File: config.mk
export PLATFORM = sky130hd
export DESIGN_NAME = dsa_sign_and_verify
export DESIGN_NICKNAME = d
export VERILOG_FILES = /design/src/hw/rtl/dsa_pkg.sv /design/src/hw/rtl/dsa_sign_and_verify.sv /design/src/hw/rtl/dsa_datapath.sv /design/src/hw/rtl/dsa_ctrl.sv
export SDC_FILE = /design/constraint.sdc
export NUM_CORES = 2
export LEC_CHECK = 0
export BUFFER_PORTS_ARGS = -buffer_cell sky130_fd_sc_hd__buf_2
export CORE_MARGIN = 3
export CORE_UTILIZATION = 40
export CTS_CLUSTER_SIZE = 20
export DETAILED_ROUTE_END_ITERATION = 10
export GPL_TIMING_DRIVEN = 0
export SLEW_MARGIN = 20
export SYNTH_ARGS = -nofsm -noshare
export SYNTH_HDL_FRONTEND = slang
export SYNTH_SLANG_ARGS = --single-unit
File: constraint.sdc
create_clock -name clock -period 13.4 [get_ports clock]
set_input_delay 2.68 -clock clock [delete_from_list [all_inputs] [get_ports clock]]
set_output_delay 2.68 -clock clock [all_outputs]
set_load 0.005 [all_outputs]
File: src/hw/rtl/dsa_pkg.sv
// Shared types, select codes and constants for the DSA sign and verify block.
`timescale 1ns / 1ps

package dsa_pkg;

   localparam int DSA_MOD_BITS = 32;
   localparam int CSR_WIDTH    = 32;
   localparam int CSR_IDX_BITS = 2;

   localparam logic [CSR_IDX_BITS-1:0] CSR_MODULUS_P      = 2'd0;
   localparam logic [CSR_IDX_BITS-1:0] CSR_ORDER_Q        = 2'd1;
   localparam logic [CSR_IDX_BITS-1:0] CSR_GENERATOR_SEED = 2'd2;
   localparam logic [CSR_IDX_BITS-1:0] CSR_PRIVATE_KEY    = 2'd3;

   localparam logic [CSR_WIDTH-1:0] RST_MODULUS_P      = 32'd23;
   localparam logic [CSR_WIDTH-1:0] RST_ORDER_Q        = 32'd11;
   localparam logic [CSR_WIDTH-1:0] RST_GENERATOR_SEED = 32'd2;
   localparam logic [CSR_WIDTH-1:0] RST_PRIVATE_KEY    = 32'd3;

   localparam logic FUNC_SIGN   = 1'b0;
   localparam logic FUNC_VERIFY = 1'b1;

   typedef struct packed {
      logic        func;
      logic [31:0] hash_value;
      logic [31:0] nonce;
      logic [31:0] sig_r;
      logic [31:0] sig_s;
   } dsa_req_type;

   typedef struct packed {
      logic [31:0] out_r;
      logic [31:0] out_s;
      logic        verified;
      logic        bad_operand;
   } dsa_rsp_type;

   typedef enum logic [2:0] {
      OP_MOV,
      OP_SHR,
      OP_ADDM,
      OP_SUBM,
      OP_DIV,
      OP_MULM
   } dsa_op_type;

   typedef enum logic [4:0] {
      SEL_ZERO, SEL_ONE, SEL_P, SEL_PM1, SEL_Q, SEL_H, SEL_X,
      SEL_HS, SEL_K, SEL_R, SEL_S,
      SEL_XR, SEL_HR, SEL_EXP, SEL_BASE, SEL_ACC, SEL_G, SEL_Y, SEL_W,
      SEL_U1, SEL_U2, SEL_T0, SEL_T1, SEL_T2, SEL_T3, SEL_R0, SEL_R1,
      SEL_QUO, SEL_VR, SEL_VS
   } dsa_sel_type;

   typedef struct packed {
      logic        go;
      dsa_op_type  op;
      dsa_sel_type src_a;
      dsa_sel_type src_b;
      dsa_sel_type src_m;
      dsa_sel_type dest;
      logic        latch_item;
      logic        load_rsp;
      logic        verified;
      logic        bad_operand;
   } dsa_cmd_type;

   typedef struct packed {
      logic done;
      logic p_lt2;
      logic q_lt2;
      logic pq_zero;
      logic exp_zero;
      logic exp_lsb;
      logic r1_zero;
      logic r0_one;
      logic sig_in_range;
      logic v_eq_r;
   } dsa_status_type;

endpackage

File: src/hw/rtl/dsa_sign_and_verify.sv
// DSA sign and verify: top level joining the controller and the datapath.
`timescale 1ns / 1ps

// Signs (func 0) or verifies (func 1) one word at a time using the configured p, q, seed h
// and private key x; the generator is rederived for every word and the public key for
// every verify word. Modular multiplies and divisions run on one shared unit at one bit
// per cycle. An exponentiation takes up to two multiplies per exponent bit; an inversion
// takes two divisions, a multiply, a subtraction and four moves per Euclid step. A new
// request is taken once the previous word's work is finished, while its result may
// still wait on rsp_stall.
module dsa_sign_and_verify #(
   parameter int MOD_BITS = dsa_pkg::DSA_MOD_BITS
) (
   input  logic                              clock,
   input  logic                              reset,
   input  logic                              req_valid,
   output logic                              req_stall,
   input  dsa_pkg::dsa_req_type              req_data,
   output logic                              rsp_valid,
   input  logic                              rsp_stall,
   output dsa_pkg::dsa_rsp_type              rsp_data,
   input  logic                              csr_we,
   input  logic [dsa_pkg::CSR_IDX_BITS-1:0]  csr_index,
   input  logic [dsa_pkg::CSR_WIDTH-1:0]     csr_wdata
);
   import dsa_pkg::*;

   dsa_cmd_type    cmd;
   dsa_status_type status;

   dsa_ctrl u_ctrl (
      .clock     (clock),
      .reset     (reset),
      .req_valid (req_valid),
      .req_stall (req_stall),
      .req_func  (req_data.func),
      .rsp_valid (rsp_valid),
      .rsp_stall (rsp_stall),
      .status    (status),
      .cmd       (cmd)
   );

   dsa_datapath #(
      .MOD_BITS (MOD_BITS)
   ) u_datapath (
      .clock     (clock),
      .reset     (reset),
      .csr_we    (csr_we),
      .csr_index (csr_index),
      .csr_wdata (csr_wdata),
      .req_data  (req_data),
      .cmd       (cmd),
      .status    (status),
      .rsp_data  (rsp_data)
   );

endmodule

File: src/hw/rtl/dsa_datapath.sv
// Datapath: config and work registers plus the iterative modular multiply / divide unit.
`timescale 1ns / 1ps

module dsa_datapath #(
   parameter int MOD_BITS = dsa_pkg::DSA_MOD_BITS
) (
   input  logic                              clock,
   input  logic                              reset,
   input  logic                              csr_we,
   input  logic [dsa_pkg::CSR_IDX_BITS-1:0]  csr_index,
   input  logic [dsa_pkg::CSR_WIDTH-1:0]     csr_wdata,
   input  dsa_pkg::dsa_req_type              req_data,
   input  dsa_pkg::dsa_cmd_type              cmd,
   output dsa_pkg::dsa_status_type           status,
   output dsa_pkg::dsa_rsp_type              rsp_data
);
   import dsa_pkg::*;

   localparam int W  = MOD_BITS;
   localparam int CW = $clog2(W);

   logic [CSR_WIDTH-1:0] p_cfg_ff, q_cfg_ff, h_cfg_ff, x_cfg_ff;
   logic [W-1:0] hs_ff, k_ff, r_ff, s_ff;
   logic [W-1:0] xr_ff, hr_ff, exp_ff, base_ff, acc_ff, g_ff, y_ff, w_ff;
   logic [W-1:0] u1_ff, u2_ff, t0_ff, t1_ff, t2_ff, t3_ff, r0_ff, r1_ff;
   logic [W-1:0] quo_ff, vr_ff, vs_ff;
   dsa_rsp_type  rsp_ff;

   logic [W-1:0] p_val, q_val, h_val, x_val;
   logic [W-1:0] opa, opb, opm;

   // iterative unit
   logic          busy_ff;
   logic [CW-1:0] cnt_ff;
   dsa_op_type    uop_ff;
   dsa_sel_type   udest_ff;
   logic [W-1:0]  ua_ff, ub_ff, um_ff, uacc_ff;

   logic [W-1:0] dbl, mul_next, rem_next, quo_next, imm, wr_val;
   logic [W:0]   div_t;
   logic [W:0]   div_diff;
   logic         div_ge, imm_op, done;
   dsa_sel_type  wr_dest;

   function automatic logic [W-1:0] add_mod(input logic [W-1:0] a, input logic [W-1:0] b,
                                            input logic [W-1:0] m);
      logic [W:0] s;
      s = {1'b0, a} + {1'b0, b};
      if (s >= {1'b0, m}) s = s - {1'b0, m};
      return s[W-1:0];
   endfunction

   assign p_val = W'(p_cfg_ff);
   assign q_val = W'(q_cfg_ff);
   assign h_val = W'(h_cfg_ff);
   assign x_val = W'(x_cfg_ff);

   function automatic logic [W-1:0] read_sel(input dsa_sel_type sel);
      logic [W-1:0] v;
      case (sel)
         SEL_ZERO: v = '0;
         SEL_ONE:  v = W'(1);
         SEL_P:    v = p_val;
         SEL_PM1:  v = p_val - W'(1);
         SEL_Q:    v = q_val;
         SEL_H:    v = h_val;
         SEL_X:    v = x_val;
         SEL_HS:   v = hs_ff;
         SEL_K:    v = k_ff;
         SEL_R:    v = r_ff;
         SEL_S:    v = s_ff;
         SEL_XR:   v = xr_ff;
         SEL_HR:   v = hr_ff;
         SEL_EXP:  v = exp_ff;
         SEL_BASE: v = base_ff;
         SEL_ACC:  v = acc_ff;
         SEL_G:    v = g_ff;
         SEL_Y:    v = y_ff;
         SEL_W:    v = w_ff;
         SEL_U1:   v = u1_ff;
         SEL_U2:   v = u2_ff;
         SEL_T0:   v = t0_ff;
         SEL_T1:   v = t1_ff;
         SEL_T2:   v = t2_ff;
         SEL_T3:   v = t3_ff;
         SEL_R0:   v = r0_ff;
         SEL_R1:   v = r1_ff;
         SEL_QUO:  v = quo_ff;
         SEL_VR:   v = vr_ff;
         SEL_VS:   v = vs_ff;
         default:  v = '0;
      endcase
      return v;
   endfunction

   assign opa = read_sel(cmd.src_a);
   assign opb = read_sel(cmd.src_b);
   assign opm = read_sel(cmd.src_m);

   // one multiply bit (MSB first: double, then add) and one restoring divide bit per cycle
   always_comb begin
      dbl      = add_mod(uacc_ff, uacc_ff, um_ff);
      mul_next = ub_ff[W-1] ? add_mod(dbl, ua_ff, um_ff) : dbl;
      div_t    = {uacc_ff, ub_ff[W-1]};
      div_ge   = (div_t >= {1'b0, ua_ff});
      div_diff = div_t - {1'b0, ua_ff};
      rem_next = div_ge ? div_diff[W-1:0] : div_t[W-1:0];
      quo_next = {ub_ff[W-2:0], div_ge};
   end

   always_comb begin
      imm_op = 1'b1;
      case (cmd.op)
         OP_MOV:  imm = opa;
         OP_SHR:  imm = opa >> 1;
         OP_ADDM: imm = add_mod(opa, opb, opm);
         OP_SUBM: imm = (opa - opb) + ((opa < opb) ? opm : '0);
         default: begin
            imm    = '0;
            imm_op = 1'b0;
         end
      endcase
   end

   assign done    = (cmd.go && !busy_ff && imm_op) || (busy_ff && cnt_ff == '0);
   assign wr_val  = busy_ff ? ((uop_ff == OP_DIV) ? rem_next : mul_next) : imm;
   assign wr_dest = busy_ff ? udest_ff : cmd.dest;

   always_ff @(posedge clock) begin
      if (reset) begin
         busy_ff <= 1'b0;
         cnt_ff  <= '0;
      end else if (busy_ff) begin
         cnt_ff <= cnt_ff - CW'(1);
         if (cnt_ff == '0) busy_ff <= 1'b0;
      end else if (cmd.go && !imm_op) begin
         busy_ff <= 1'b1;
         cnt_ff  <= CW'(W - 1);
      end
   end

   always_ff @(posedge clock) begin
      if (busy_ff) begin
         uacc_ff <= (uop_ff == OP_DIV) ? rem_next : mul_next;
         ub_ff   <= (uop_ff == OP_DIV) ? quo_next : {ub_ff[W-2:0], 1'b0};
      end else if (cmd.go && !imm_op) begin
         uop_ff   <= cmd.op;
         udest_ff <= cmd.dest;
         um_ff    <= opm;
         uacc_ff  <= '0;
         if (cmd.op == OP_DIV) begin
            ub_ff <= opa;
            ua_ff <= opb;
         end else begin
            ua_ff <= opa;
            ub_ff <= opb;
         end
      end
   end

   always_ff @(posedge clock) begin
      if (reset) begin
         p_cfg_ff <= RST_MODULUS_P;
         q_cfg_ff <= RST_ORDER_Q;
         h_cfg_ff <= RST_GENERATOR_SEED;
         x_cfg_ff <= RST_PRIVATE_KEY;
      end else if (csr_we) begin
         unique case (csr_index)
            CSR_MODULUS_P:      p_cfg_ff <= csr_wdata;
            CSR_ORDER_Q:        q_cfg_ff <= csr_wdata;
            CSR_GENERATOR_SEED: h_cfg_ff <= csr_wdata;
            CSR_PRIVATE_KEY:    x_cfg_ff <= csr_wdata;
            default: ;
         endcase
      end
   end

   always_ff @(posedge clock) begin
      if (cmd.latch_item) begin
         hs_ff <= W'(req_data.hash_value);
         k_ff  <= W'(req_data.nonce);
         r_ff  <= W'(req_data.sig_r);
         s_ff  <= W'(req_data.sig_s);
         vr_ff <= '0;
         vs_ff <= '0;
      end
      // quotient goes to QUO unless QUO is where the remainder lands
      if (done && busy_ff && uop_ff == OP_DIV && wr_dest != SEL_QUO) quo_ff <= quo_next;
      if (done) begin
         case (wr_dest)
            SEL_XR:   xr_ff   <= wr_val;
            SEL_HR:   hr_ff   <= wr_val;
            SEL_EXP:  exp_ff  <= wr_val;
            SEL_BASE: base_ff <= wr_val;
            SEL_ACC:  acc_ff  <= wr_val;
            SEL_G:    g_ff    <= wr_val;
            SEL_Y:    y_ff    <= wr_val;
            SEL_W:    w_ff    <= wr_val;
            SEL_U1:   u1_ff   <= wr_val;
            SEL_U2:   u2_ff   <= wr_val;
            SEL_T0:   t0_ff   <= wr_val;
            SEL_T1:   t1_ff   <= wr_val;
            SEL_T2:   t2_ff   <= wr_val;
            SEL_T3:   t3_ff   <= wr_val;
            SEL_R0:   r0_ff   <= wr_val;
            SEL_R1:   r1_ff   <= wr_val;
            SEL_QUO:  quo_ff  <= wr_val;
            SEL_VR:   vr_ff   <= wr_val;
            SEL_VS:   vs_ff   <= wr_val;
            default: ;
         endcase
      end
      if (cmd.load_rsp) begin
         rsp_ff.out_r       <= 32'(vr_ff);
         rsp_ff.out_s       <= 32'(vs_ff);
         rsp_ff.verified    <= cmd.verified;
         rsp_ff.bad_operand <= cmd.bad_operand;
      end
   end

   assign rsp_data = rsp_ff;

   always_comb begin
      status.done         = done;
      status.p_lt2        = (p_val < W'(2));
      status.q_lt2        = (q_val < W'(2));
      status.pq_zero      = (p_val == '0) || (q_val == '0);
      status.exp_zero     = (exp_ff == '0);
      status.exp_lsb      = exp_ff[0];
      status.r1_zero      = (r1_ff == '0);
      status.r0_one       = (r0_ff == W'(1));
      status.sig_in_range = (r_ff != '0) && (r_ff < q_val) && (s_ff != '0) && (s_ff < q_val);
      status.v_eq_r       = (vr_ff == r_ff);
   end

endmodule

File: src/hw/rtl/dsa_ctrl.sv
// Controller: sequences the sign / verify steps, exponentiation and inversion routines.
`timescale 1ns / 1ps

module dsa_ctrl (
   input  logic                    clock,
   input  logic                    reset,
   input  logic                    req_valid,
   output logic                    req_stall,
   input  logic                    req_func,
   output logic                    rsp_valid,
   input  logic                    rsp_stall,
   input  dsa_pkg::dsa_status_type status,
   output dsa_pkg::dsa_cmd_type    cmd
);
   import dsa_pkg::*;

   typedef enum logic [5:0] {
      ST_IDLE, ST_XRED, ST_HRED, ST_EXQ, ST_EXMV, ST_GSET, ST_GRET,
      ST_KBASE, ST_KEXP, ST_RRED, ST_KINV, ST_SGN, ST_SUM, ST_SVAL,
      ST_WINV, ST_WCHK, ST_YBASE, ST_YEXP, ST_YRET, ST_U1M, ST_RRD, ST_U2M,
      ST_P1B, ST_P1E, ST_P1R, ST_P2B, ST_P2E, ST_P2M, ST_VRED, ST_CMP, ST_DONE,
      ST_PW_CHK, ST_PW_ONE, ST_PW_TEST, ST_PW_MUL, ST_PW_SQR, ST_PW_SHR,
      ST_IV_R0, ST_IV_T0, ST_IV_T1, ST_IV_TEST, ST_IV_DIV, ST_IV_QRED,
      ST_IV_PROD, ST_IV_NT, ST_IV_M0, ST_IV_M1, ST_IV_M2, ST_IV_M3
   } state_type;

   state_type state_ff, ret_ff;
   logic      func_ff, ok_ff, bad_ff, rsp_valid_ff;
   logic      out_free;

   function automatic dsa_cmd_type issue(input dsa_op_type op, input dsa_sel_type a,
                                         input dsa_sel_type b, input dsa_sel_type m,
                                         input dsa_sel_type d);
      dsa_cmd_type c;
      c = '0;
      c.go    = 1'b1;
      c.op    = op;
      c.src_a = a;
      c.src_b = b;
      c.src_m = m;
      c.dest  = d;
      return c;
   endfunction

   assign out_free  = !rsp_valid_ff || !rsp_stall;
   assign req_stall = (state_ff != ST_IDLE);
   assign rsp_valid = rsp_valid_ff;

   always_comb begin
      cmd = '0;
      unique case (state_ff)
         ST_XRED:  cmd = status.q_lt2 ? issue(OP_MOV, SEL_ZERO, SEL_ZERO, SEL_Q, SEL_XR)
                                      : issue(OP_DIV, SEL_X, SEL_Q, SEL_Q, SEL_XR);
         ST_HRED:  cmd = status.q_lt2 ? issue(OP_MOV, SEL_ZERO, SEL_ZERO, SEL_Q, SEL_HR)
                                      : issue(OP_DIV, SEL_HS, SEL_Q, SEL_Q, SEL_HR);
         ST_EXQ:   cmd = status.pq_zero ? issue(OP_MOV, SEL_ZERO, SEL_ZERO, SEL_Q, SEL_EXP)
                                        : issue(OP_DIV, SEL_PM1, SEL_Q, SEL_Q, SEL_T2);
         ST_EXMV:  cmd = issue(OP_MOV, SEL_QUO, SEL_ZERO, SEL_Q, SEL_EXP);
         ST_GSET:  cmd = issue(OP_MOV, SEL_H, SEL_ZERO, SEL_Q, SEL_BASE);
         ST_GRET:  cmd = issue(OP_MOV, SEL_ACC, SEL_ZERO, SEL_Q, SEL_G);
         ST_KBASE: cmd = issue(OP_MOV, SEL_G, SEL_ZERO, SEL_Q, SEL_BASE);
         ST_KEXP:  cmd = issue(OP_MOV, SEL_K, SEL_ZERO, SEL_Q, SEL_EXP);
         ST_RRED:  cmd = status.q_lt2 ? issue(OP_MOV, SEL_ZERO, SEL_ZERO, SEL_Q, SEL_VR)
                                      : issue(OP_DIV, SEL_ACC, SEL_Q, SEL_Q, SEL_VR);
         ST_KINV:  if (!status.q_lt2) cmd = issue(OP_DIV, SEL_K, SEL_Q, SEL_Q, SEL_R1);
         ST_SGN:   if (status.r0_one) cmd = issue(OP_MULM, SEL_XR, SEL_VR, SEL_Q, SEL_T2);
         ST_SUM:   cmd = issue(OP_ADDM, SEL_HR, SEL_T2, SEL_Q, SEL_T2);
         ST_SVAL:  cmd = issue(OP_MULM, SEL_T0, SEL_T2, SEL_Q, SEL_VS);
         ST_WINV:  if (!status.q_lt2) cmd = issue(OP_DIV, SEL_S, SEL_Q, SEL_Q, SEL_R1);
         ST_WCHK:  if (status.r0_one) cmd = issue(OP_MOV, SEL_T0, SEL_ZERO, SEL_Q, SEL_W);
         ST_YBASE: cmd = issue(OP_MOV, SEL_G, SEL_ZERO, SEL_Q, SEL_BASE);
         ST_YEXP:  cmd = issue(OP_MOV, SEL_XR, SEL_ZERO, SEL_Q, SEL_EXP);
         ST_YRET:  cmd = issue(OP_MOV, SEL_ACC, SEL_ZERO, SEL_Q, SEL_Y);
         ST_U1M:   cmd = issue(OP_MULM, SEL_HR, SEL_W, SEL_Q, SEL_U1);
         ST_RRD:   cmd = issue(OP_DIV, SEL_R, SEL_Q, SEL_Q, SEL_T2);
         ST_U2M:   cmd = issue(OP_MULM, SEL_T2, SEL_W, SEL_Q, SEL_U2);
         ST_P1B:   cmd = issue(OP_MOV, SEL_G, SEL_ZERO, SEL_Q, SEL_BASE);
         ST_P1E:   cmd = issue(OP_MOV, SEL_U1, SEL_ZERO, SEL_Q, SEL_EXP);
         ST_P1R:   cmd = issue(OP_MOV, SEL_ACC, SEL_ZERO, SEL_Q, SEL_T3);
         ST_P2B:   cmd = issue(OP_MOV, SEL_Y, SEL_ZERO, SEL_Q, SEL_BASE);
         ST_P2E:   cmd = issue(OP_MOV, SEL_U2, SEL_ZERO, SEL_Q, SEL_EXP);
         ST_P2M:   cmd = status.p_lt2 ? issue(OP_MOV, SEL_ZERO, SEL_ZERO, SEL_P, SEL_T2)
                                      : issue(OP_MULM, SEL_T3, SEL_ACC, SEL_P, SEL_T2);
         ST_VRED:  cmd = status.q_lt2 ? issue(OP_MOV, SEL_ZERO, SEL_ZERO, SEL_Q, SEL_VR)
                                      : issue(OP_DIV, SEL_T2, SEL_Q, SEL_Q, SEL_VR);
         ST_PW_CHK: cmd = status.p_lt2 ? issue(OP_MOV, SEL_ZERO, SEL_ZERO, SEL_P, SEL_ACC)
                                       : issue(OP_DIV, SEL_BASE, SEL_P, SEL_P, SEL_BASE);
         ST_PW_ONE: cmd = issue(OP_MOV, SEL_ONE, SEL_ZERO, SEL_P, SEL_ACC);
         ST_PW_MUL: cmd = issue(OP_MULM, SEL_ACC, SEL_BASE, SEL_P, SEL_ACC);
         ST_PW_SQR: cmd = issue(OP_MULM, SEL_BASE, SEL_BASE, SEL_P, SEL_BASE);
         ST_PW_SHR: cmd = issue(OP_SHR, SEL_EXP, SEL_ZERO, SEL_P, SEL_EXP);
         ST_IV_R0:  cmd = issue(OP_MOV, SEL_Q, SEL_ZERO, SEL_Q, SEL_R0);
         ST_IV_T0:  cmd = issue(OP_MOV, SEL_ZERO, SEL_ZERO, SEL_Q, SEL_T0);
         ST_IV_T1:  cmd = issue(OP_MOV, SEL_ONE, SEL_ZERO, SEL_Q, SEL_T1);
         ST_IV_DIV: cmd = issue(OP_DIV, SEL_R0, SEL_R1, SEL_Q, SEL_T2);
         ST_IV_QRED: cmd = issue(OP_DIV, SEL_QUO, SEL_Q, SEL_Q, SEL_QUO);
         ST_IV_PROD: cmd = issue(OP_MULM, SEL_QUO, SEL_T1, SEL_Q, SEL_T3);
         ST_IV_NT:  cmd = issue(OP_SUBM, SEL_T0, SEL_T3, SEL_Q, SEL_T3);
         ST_IV_M0:  cmd = issue(OP_MOV, SEL_R1, SEL_ZERO, SEL_Q, SEL_R0);
         ST_IV_M1:  cmd = issue(OP_MOV, SEL_T2, SEL_ZERO, SEL_Q, SEL_R1);
         ST_IV_M2:  cmd = issue(OP_MOV, SEL_T1, SEL_ZERO, SEL_Q, SEL_T0);
         ST_IV_M3:  cmd = issue(OP_MOV, SEL_T3, SEL_ZERO, SEL_Q, SEL_T1);
         default:   cmd = '0;
      endcase
      cmd.latch_item  = (state_ff == ST_IDLE) && req_valid;
      cmd.load_rsp    = (state_ff == ST_DONE) && out_free;
      cmd.verified    = ok_ff;
      cmd.bad_operand = bad_ff;
   end

   always_ff @(posedge clock) begin
      if (reset) begin
         state_ff     <= ST_IDLE;
         ret_ff       <= ST_IDLE;
         func_ff      <= FUNC_SIGN;
         ok_ff        <= 1'b0;
         bad_ff       <= 1'b0;
         rsp_valid_ff <= 1'b0;
      end else begin
         if (rsp_valid_ff && !rsp_stall) rsp_valid_ff <= 1'b0;
         unique case (state_ff)
            ST_IDLE: if (req_valid) begin
               func_ff  <= req_func;
               ok_ff    <= 1'b0;
               bad_ff   <= 1'b0;
               state_ff <= ST_XRED;
            end
            ST_XRED: if (status.done) state_ff <= ST_HRED;
            ST_HRED: if (status.done) state_ff <= ST_EXQ;
            ST_EXQ:  if (status.done) state_ff <= status.pq_zero ? ST_GSET : ST_EXMV;
            ST_EXMV: if (status.done) state_ff <= ST_GSET;
            ST_GSET: if (status.done) begin
               ret_ff   <= ST_GRET;
               state_ff <= ST_PW_CHK;
            end
            ST_GRET: if (status.done)
               state_ff <= (func_ff == FUNC_VERIFY) ? ST_WINV : ST_KBASE;
            // sign
            ST_KBASE: if (status.done) state_ff <= ST_KEXP;
            ST_KEXP: if (status.done) begin
               ret_ff   <= ST_RRED;
               state_ff <= ST_PW_CHK;
            end
            ST_RRED: if (status.done) state_ff <= ST_KINV;
            ST_KINV: if (status.q_lt2) begin
               bad_ff   <= 1'b1;
               state_ff <= ST_DONE;
            end else if (status.done) begin
               ret_ff   <= ST_SGN;
               state_ff <= ST_IV_R0;
            end
            ST_SGN: if (!status.r0_one) begin
               bad_ff   <= 1'b1;
               state_ff <= ST_DONE;
            end else if (status.done) state_ff <= ST_SUM;
            ST_SUM:  if (status.done) state_ff <= ST_SVAL;
            ST_SVAL: if (status.done) state_ff <= ST_DONE;
            // verify
            ST_WINV: if (status.q_lt2) begin
               bad_ff   <= 1'b1;
               state_ff <= ST_DONE;
            end else if (status.done) begin
               ret_ff   <= ST_WCHK;
               state_ff <= ST_IV_R0;
            end
            ST_WCHK: if (!status.r0_one) begin
               bad_ff   <= 1'b1;
               state_ff <= ST_DONE;
            end else if (status.done) state_ff <= ST_YBASE;
            ST_YBASE: if (status.done) state_ff <= ST_YEXP;
            ST_YEXP: if (status.done) begin
               ret_ff   <= ST_YRET;
               state_ff <= ST_PW_CHK;
            end
            ST_YRET: if (status.done) state_ff <= ST_U1M;
            ST_U1M:  if (status.done) state_ff <= ST_RRD;
            ST_RRD:  if (status.done) state_ff <= ST_U2M;
            ST_U2M:  if (status.done) state_ff <= ST_P1B;
            ST_P1B:  if (status.done) state_ff <= ST_P1E;
            ST_P1E: if (status.done) begin
               ret_ff   <= ST_P1R;
               state_ff <= ST_PW_CHK;
            end
            ST_P1R:  if (status.done) state_ff <= ST_P2B;
            ST_P2B:  if (status.done) state_ff <= ST_P2E;
            ST_P2E: if (status.done) begin
               ret_ff   <= ST_P2M;
               state_ff <= ST_PW_CHK;
            end
            ST_P2M:  if (status.done) state_ff <= ST_VRED;
            ST_VRED: if (status.done) state_ff <= ST_CMP;
            ST_CMP: begin
               ok_ff    <= status.sig_in_range && status.v_eq_r;
               state_ff <= ST_DONE;
            end
            ST_DONE: if (out_free) begin
               rsp_valid_ff <= 1'b1;
               state_ff     <= ST_IDLE;
            end
            // ACC = BASE ^ EXP mod p, right-to-left square and multiply
            ST_PW_CHK: if (status.done) state_ff <= status.p_lt2 ? ret_ff : ST_PW_ONE;
            ST_PW_ONE: if (status.done) state_ff <= ST_PW_TEST;
            ST_PW_TEST: begin
               if (status.exp_zero)     state_ff <= ret_ff;
               else if (status.exp_lsb) state_ff <= ST_PW_MUL;
               else                     state_ff <= ST_PW_SQR;
            end
            ST_PW_MUL: if (status.done) state_ff <= ST_PW_SQR;
            ST_PW_SQR: if (status.done) state_ff <= ST_PW_SHR;
            ST_PW_SHR: if (status.done) state_ff <= ST_PW_TEST;
            // extended Euclid mod q on R1; inverse ends in T0 when R0 is one
            ST_IV_R0:   if (status.done) state_ff <= ST_IV_T0;
            ST_IV_T0:   if (status.done) state_ff <= ST_IV_T1;
            ST_IV_T1:   if (status.done) state_ff <= ST_IV_TEST;
            ST_IV_TEST: state_ff <= status.r1_zero ? ret_ff : ST_IV_DIV;
            ST_IV_DIV:  if (status.done) state_ff <= ST_IV_QRED;
            ST_IV_QRED: if (status.done) state_ff <= ST_IV_PROD;
            ST_IV_PROD: if (status.done) state_ff <= ST_IV_NT;
            ST_IV_NT:   if (status.done) state_ff <= ST_IV_M0;
            ST_IV_M0:   if (status.done) state_ff <= ST_IV_M1;
            ST_IV_M1:   if (status.done) state_ff <= ST_IV_M2;
            ST_IV_M2:   if (status.done) state_ff <= ST_IV_M3;
            ST_IV_M3:   if (status.done) state_ff <= ST_IV_TEST;
            default:    state_ff <= ST_IDLE;
         endcase
      end
   end

endmodule

**Word-level counts from Yosys, hierarchy flattened**

Cells that the tools add are included.

- Equality and inequality tests: 215
- Bitwise gates (word level): 1
- Magnitude comparators: 9
- Reduce and logical (&&, ||, !) cells: 69
- Add/sub/neg operators: 11
- Muxes and demuxes: 114

Operator list:

| kind | number |
|---|---|
| 32-bit one-hot mux with 29 select lines | 3 |
| 28-bit one-hot mux with 42 select lines | 1 |
| 32-bit 2-to-1 mux | 23 |
| 6-bit 2-to-1 mux | 54 |
| 5-bit equality test (second input constant) | 56 |
| 6-bit one-hot mux with 42 select lines | 1 |
| 27-bit 2-to-1 mux | 7 |
| 32-bit subtractor | 5 |
| 5-bit by 4-bit equality test with 1-bit output (second input constant) | 29 |
| 33-bit by 32-bit greater-or-equal comparator with 1-bit output | 4 |
| 32-bit logical NOT | 4 |
| 32-bit one-hot mux with 4 select lines | 1 |
| 28-bit 2-to-1 mux | 4 |
| 6-bit equality test (second input constant) | 17 |
| 32-bit by 32-bit adder with 33-bit output | 3 |
| 6-bit by 5-bit equality test with 1-bit output (second input constant) | 16 |
| 32-bit < comparator | 3 |
| 2-bit by 1-bit != test with 1-bit output (second input constant) | 43 |
| 32-bit by 2-bit < comparator with 1-bit output (second input constant) | 2 |
| 32-bit nonzero test | 2 |
| 5-bit by 3-bit equality test with 1-bit output (second input constant) | 12 |
| 6-bit by 4-bit equality test with 1-bit output (second input constant) | 8 |
| 2-bit AND reduction | 23 |
| 6-bit one-hot mux with 7 select lines | 1 |
| 43 further kinds | 97 |

- Output and inout port bits: 68
- Input bits: 168
- Logic and storage cells: 464
- Register bits: 1088

**Depth between registers and ports, before layout**

- Word-level depth: 15
- Gate-level depth with buffers: 42
- Depth with buffers taken out: 34

**Cells and area by module**

From an unflattened synthesis, not the netlist that was laid out.

- Cells, all modules: 7776
- Area, all modules: 73284.0 sq um

Modules (own cells, without submodules):

| module | cells an instance | instances | area an instance (sq um) | seq. area each (sq um) |
|---|---|---|---|---|
| dsa_datapath | 7291 | 1 | 70212.3 | 29888.7 |
| dsa_ctrl | 485 | 1 | 3071.7 | 300.3 |

**Least setup slack after synthesis**

OpenSTA, ideal clock, no wires.

- Path kind: flip-flop to flip-flop
- Start point: register u_datapath.p_cfg_ff[16]
- End point: register u_datapath.acc_ff[28] (data pin)
- Slack: 3.747 ns
- Arrival: 9.316 ns
- Period minus slack after synthesis: 9.653 ns
- Stages on the path, launching flop included: 39
- Required time: 13.063 ns
- Library setup time: 0.337 ns
- Path buffers: 6
- Cells stage by stage: dfxtp_1 -> buf_6 -> or4_4 -> buf_6 -> nor3_2 -> and3_1 -> nor2_1 -> nor3_4 -> clkbuf_1 -> clkbuf_1 -> mux2i_1 -> a2bb2oi_1 -> o211ai_1 -> a211oi_1 -> inv_1 -> ha_1 -> clkbuf_1 -> a2111oi_0 -> [3 not listed] -> a2111o_1 -> a21oi_1 -> clkbuf_1 -> nor2b_1 -> fa_1 -> ha_1 -> nor2b_1 -> o31a_1 -> o221a_2 -> o31a_1 -> o211ai_1 -> a21oi_1 -> nand4_1 -> a21boi_0 -> o41a_1 -> xor2_1 -> a211oi_1 -> o21ai_0

- Word-level cells in the longest chain between the ends: 11
- Elaborated cells on any way between the ends: 83
- Classes of those cells: add/sub (5); order compare (3); eq/ne (61); mux (11); reduce/logical (3)

Ends and longest elaborated chain:

| what | line | text |
|---|---|---|
| start: declaration | dsa_datapath.sv:22 | `logic [CSR_WIDTH-1:0] p_cfg_ff, q_cfg_ff, h_cfg_ff, x_cfg_ff;` |
| start signal: assignment | dsa_datapath.sv:169 | `CSR_MODULUS_P: p_cfg_ff <= csr_wdata;` |
| branches (longest 9 deep; another with 32-bit by 32-bit adder with 33-bit output) | -- |  |
| 32-bit one-hot mux with 4 select lines (*) | dsa_datapath.sv:113 | `case (cmd.op)` |
| 32-bit 2-to-1 mux (*) | dsa_datapath.sv:126 | `assign wr_val = busy_ff ? ((uop_ff == OP_DIV) ? rem_next : mul_next) : imm;` |
| via u_datapath.wr_val[28] | dsa_datapath.sv:39 | `logic [W-1:0] dbl, mul_next, rem_next, quo_next, imm, wr_val;` |
| end signal: assignment | dsa_datapath.sv:195 | `SEL_ACC: acc_ff <= wr_val;` |
| end: declaration | dsa_datapath.sv:24 | `logic [W-1:0] xr_ff, hr_ff, exp_ff, base_ff, acc_ff, g_ff, y_ff, w_ff;` |

Mark *: on every way through the listed nets, which the timed path passes.
A chain may end at the register's enable or synchronous reset.

**Final worst setup path**

- Start point: register u_datapath.r0_ff[14]
- End point: register u_datapath.exp_ff[27] (data pin)

- Word-level cells in the longest chain between the ends: 10
- Elaborated cells on any way between the ends: 108
- Classes of those cells: add/sub (4); order compare (2); eq/ne (91); mux (10); reduce/logical (1)

Ends and longest elaborated chain:

| what | line | text |
|---|---|---|
| start: declaration | dsa_datapath.sv:25 | `logic [W-1:0] u1_ff, u2_ff, t0_ff, t1_ff, t2_ff, t3_ff, r0_ff, r1_ff;` |
| start signal: assignment | dsa_datapath.sv:205 | `SEL_R0: r0_ff <= wr_val;` |
| 32-bit by 1-bit equality test with 1-bit output | dsa_datapath.sv:231 | `status.r0_one = (r0_ff == W'(1));` |
| 28-bit 2-to-1 mux, on equally long branches | dsa_ctrl.sv:70, dsa_ctrl.sv:66 |  |
| 28-bit one-hot mux with 42 select lines | dsa_ctrl.sv:51 | `unique case (state_ff)` |
| 5-bit equality test (tied with other cells) | dsa_datapath.sv:60 | `case (sel)` |
| 32-bit one-hot mux with 29 select lines | dsa_datapath.sv:60 |  |
| 32-bit by 32-bit adder with 33-bit output / 32-bit < comparator (equally long branches) | dsa_datapath.sv:48, dsa_datapath.sv:117 |  |
| 32-bit subtractor (tied with other cells) | dsa_datapath.sv:49 | `if (s >= {1'b0, m}) s = s - {1'b0, m};` |
| 32-bit 2-to-1 mux / 32-bit adder (equally long branches) | dsa_datapath.sv:49, dsa_datapath.sv:117 |  |
| 32-bit one-hot mux with 4 select lines (*) | dsa_datapath.sv:113 |  |
| 32-bit 2-to-1 mux (*) | dsa_datapath.sv:126 |  |
| via u_datapath.wr_val[27] | dsa_datapath.sv:39 |  |
| end signal: assignment | dsa_datapath.sv:193 | `SEL_EXP: exp_ff <= wr_val;` |
| end: declaration | dsa_datapath.sv:24 |  |

The timed path passes the listed nets; every way through them passes the cells marked *.

==> impl_metrics.toml <==
[status]
violations = "setup timing"
status = "complete, but fails checks"

[clock_network]
numCtsBuffers = 117
cts_tree = "built"
ctsHoldBuffers = 0
h-tree-depth = 3
cts_root_buf = "clkbuf_16"
cts_sinks = 1087
cts_max_path_buffers = 3
clkTransAtPathRegs_ns = 0.06
clk_latency_ns = 0.81

[floorplanning]
rows = 145
die_w_um = 403.6
pin_count = 236
core_area_mm2 = 0.1566
dieArea_mm2 = 0.1629
fp.dieH_um = 403.6
start_util_pct = 40.39

[critical_path]
critPathLaunchType = "flop"
cp_slowest_cell = "nor4_1"
crit_required_ns = 13.77
crit_buf_inv = 4
crit_arrival_ns = 13.92
cp-end-kind = "flop"
cp_top_family = "compound AO/OA/AOI/OAI gates"
max_stage_delay_ns = 0.81
cpMostUsedCell = "o21ai_0"
crit_fanout = 16
crit_type = "flop to flop"

[logic_synthesis]
syn_inst = 6292
syn_nets = 6817
yosysUniqueCellTypes = 104
yosysTopAreaCell = "edfxtp_1"
synth_top_area_share_pct = 39.98
avgSynthCellArea_um2 = 10.05
ys_ff_latch = 1087
synth_ff_type = "edfxtp_1"
ys_warn_count = 0
yosysSeqAreaShare_pct = 47.73
async_reset_ff_share_pct = 0
synth_area_mm2 = 0.06324
synth-edff-count = 842
synth_area_leaders = "edfxtp_1 (40%), dfxtp_1 (7.8%), ha_1 (6.3%)"

[detailed_routing]
ant_nets = 0
drtPass1Iterations = 8
drc = 0
via_per_inst = 6.730
wl_um = 366000
drt_iter0_drc = 9505
post_drt_wl_per_cell_um = 40.76
vias = 60439

[timing]
slew_viol_final = 0
hold_violations = 0
final.period_utilization_pct = 101.1
fin_ws_ns = -0.1457
final.setup_skew_ns = 0.08387
setup_viol = 109
rsz0062_at_grt = "false"
max_freq_mhz = 73.82
worstMarginPinSlew_ns = 1.314
maxSlewHeadroom_pct = 10.13
fin_crit_ns = 13.55

[final_layout]
design_area_mm2 = 0.07421
drive_gt1_share_pct = 13.07
largest_reg_flops = 66
syn_to_final_growth_pct = 17.35
fin_nets = 7320

[global_routing]
grt_overflow = 0
grt_pass1_wl_um = 484300
globalRouteTotalUtil_pct = 43.63
grt_max_degree = 68
antenna_found_initial = 42
grt_pass1_vias = 56384

[placement]
port_buffers = 234
routabilityCongestion = 1.090
post_dp_cell_area_mm2 = 0.06940
place_hpwl_um = 293300

[run]
maxCapViolCount = 0

[hold_path]
hold_path.class = "flop to flop"
==> cell usage after synthesis (all sizes together) (21+ instances only) <==
library cell and n:
nor4 76, a221oi 104, o21ai 304, a211oi 65, nand2 746, nor2b 58, inv 355, buf 79
fa 37, mux2 33, or2 30, nor3 110, nand4 89, ha 320, and3 60, xor2 92
o221ai 21, o21a 66, mux2i 93, a222oi 28, o211ai 62, o21bai 37, dfxtp 245, o2111ai 27
xnor2 146, a31oi 52, o22ai 22, edfxtp 842, a22oi 284, nand3 134, or3 33, clkbuf 252
a21oi 462, o31ai 27, nand2b 74, a221o 51, nor2 325, a21o 158
==> final timing paths <==
check	from	to	slack (ns)	cells past startpoint
min	u_datapath.vs_ff[11]	u_datapath.rsp_data[13]	0.43	0
min reg2reg	u_datapath.vs_ff[11]	u_datapath.rsp_data[13]	0.43	0
max	u_datapath.r0_ff[14]	u_datapath.exp_ff[27]	-0.15	34
max reg2reg	u_datapath.r0_ff[14]	u_datapath.exp_ff[27]	-0.15	34
==> layout by cell type, fill, tap and decap left out, drive strengths merged, types with 110 or more instances in the layout <==
cell type | netlist | layout
nor2 | 325 | 325
ha | 320 | 320
nand2 | 746 | 746
dfxtp | 245 | 245
clkbuf | 252 | 395
nand3 | 134 | 134
edfxtp | 842 | 842
a21o | 158 | 158
nor3 | 110 | 110
xnor2 | 146 | 146
a22oi | 284 | 284
buf | 79 | 462
a21oi | 462 | 462
inv | 355 | 360
o21ai | 304 | 304
==> cells by family after synthesis <==
kind of cell / after synthesis / synth area share, %
AO/OA/AOI/OAI: 1959 / 21.31
XOR/XNOR: 238 / 3.296
adder cells (fa/ha/maj): 357 / 7.502
buffers and inverters: 687 / 4.232
flip-flops: 1087 / 47.73
multiplexers: 126 / 2.059
AND/OR/NAND/NOR: 1838 / 13.86
==> metal layers <==
metal | up-vias | GRT usage [%] | wire [um]
met5 | - | 0 | 78
li1 | 24876 | - | -
met1 | 29841 | 50.99 | 129800
met3 | 1307 | 13.65 | 41430
met2 | 4403 | 65.96 | 156000
met4 | 12 | 35.50 | 38700
==> stage by stage <==
stage                     setup WS, ns  util [%]  cells  hold slack [ns]  setup TNS [ns]
after global placement          -5.245     42.79   8584           0.4135        -1492.95
final                          -0.1457     47.40   8980           0.4279          -6.527
after CTS                     0.003671     47.08   8933           0.4284               0
after floorplan                  3.747         -   6292           0.4001               0
after global routing           0.01246     47.37   8959           0.4392               0
after detailed placement        -1.881     44.32   8702           0.4130         -441.55
==> worst register-to-register path, delay by kind of cell (launching register included) <==
kind / cells / cell delay [ns]
AOI/OAI and AO/OA: 16 / 5.19
and+or+nand+nor: 11 / 4.57
buffers and inverters: 4 / 1.54
adders and majority gates: 3 / 1.35
DFF: 1 / 0.47
==> final cells by class <==
| class | instances | area, um2 |
|---|---|---|
| inverter | 356 | 1348 |
| antenna | 23 | 57.56 |
| clock inverter | 78 | 1018 |
| timing repair buffer | 386 | 3194 |
| fill | 14870 | 82350 |
| clock buffer | 145 | 3092 |
| buffer | 329 | 1385 |
| sequential | 1087 | 30190 |
| multi-input combinational | 4518 | 31360 |
| tap | 2058 | 2575 |
==> timing repair <==
| action | CTS | global route |
|---|---|---|
| setup buffers | 9 | 13 |
| endpoints found under the setup margin | 562 | 507 |
| pin swaps | 5 | 12 |
| gates resized for setup | 35 | 59 |
Power is not shown: default switching activity piles up to over one toggle a cycle in this logic, so the estimate is an artifact.
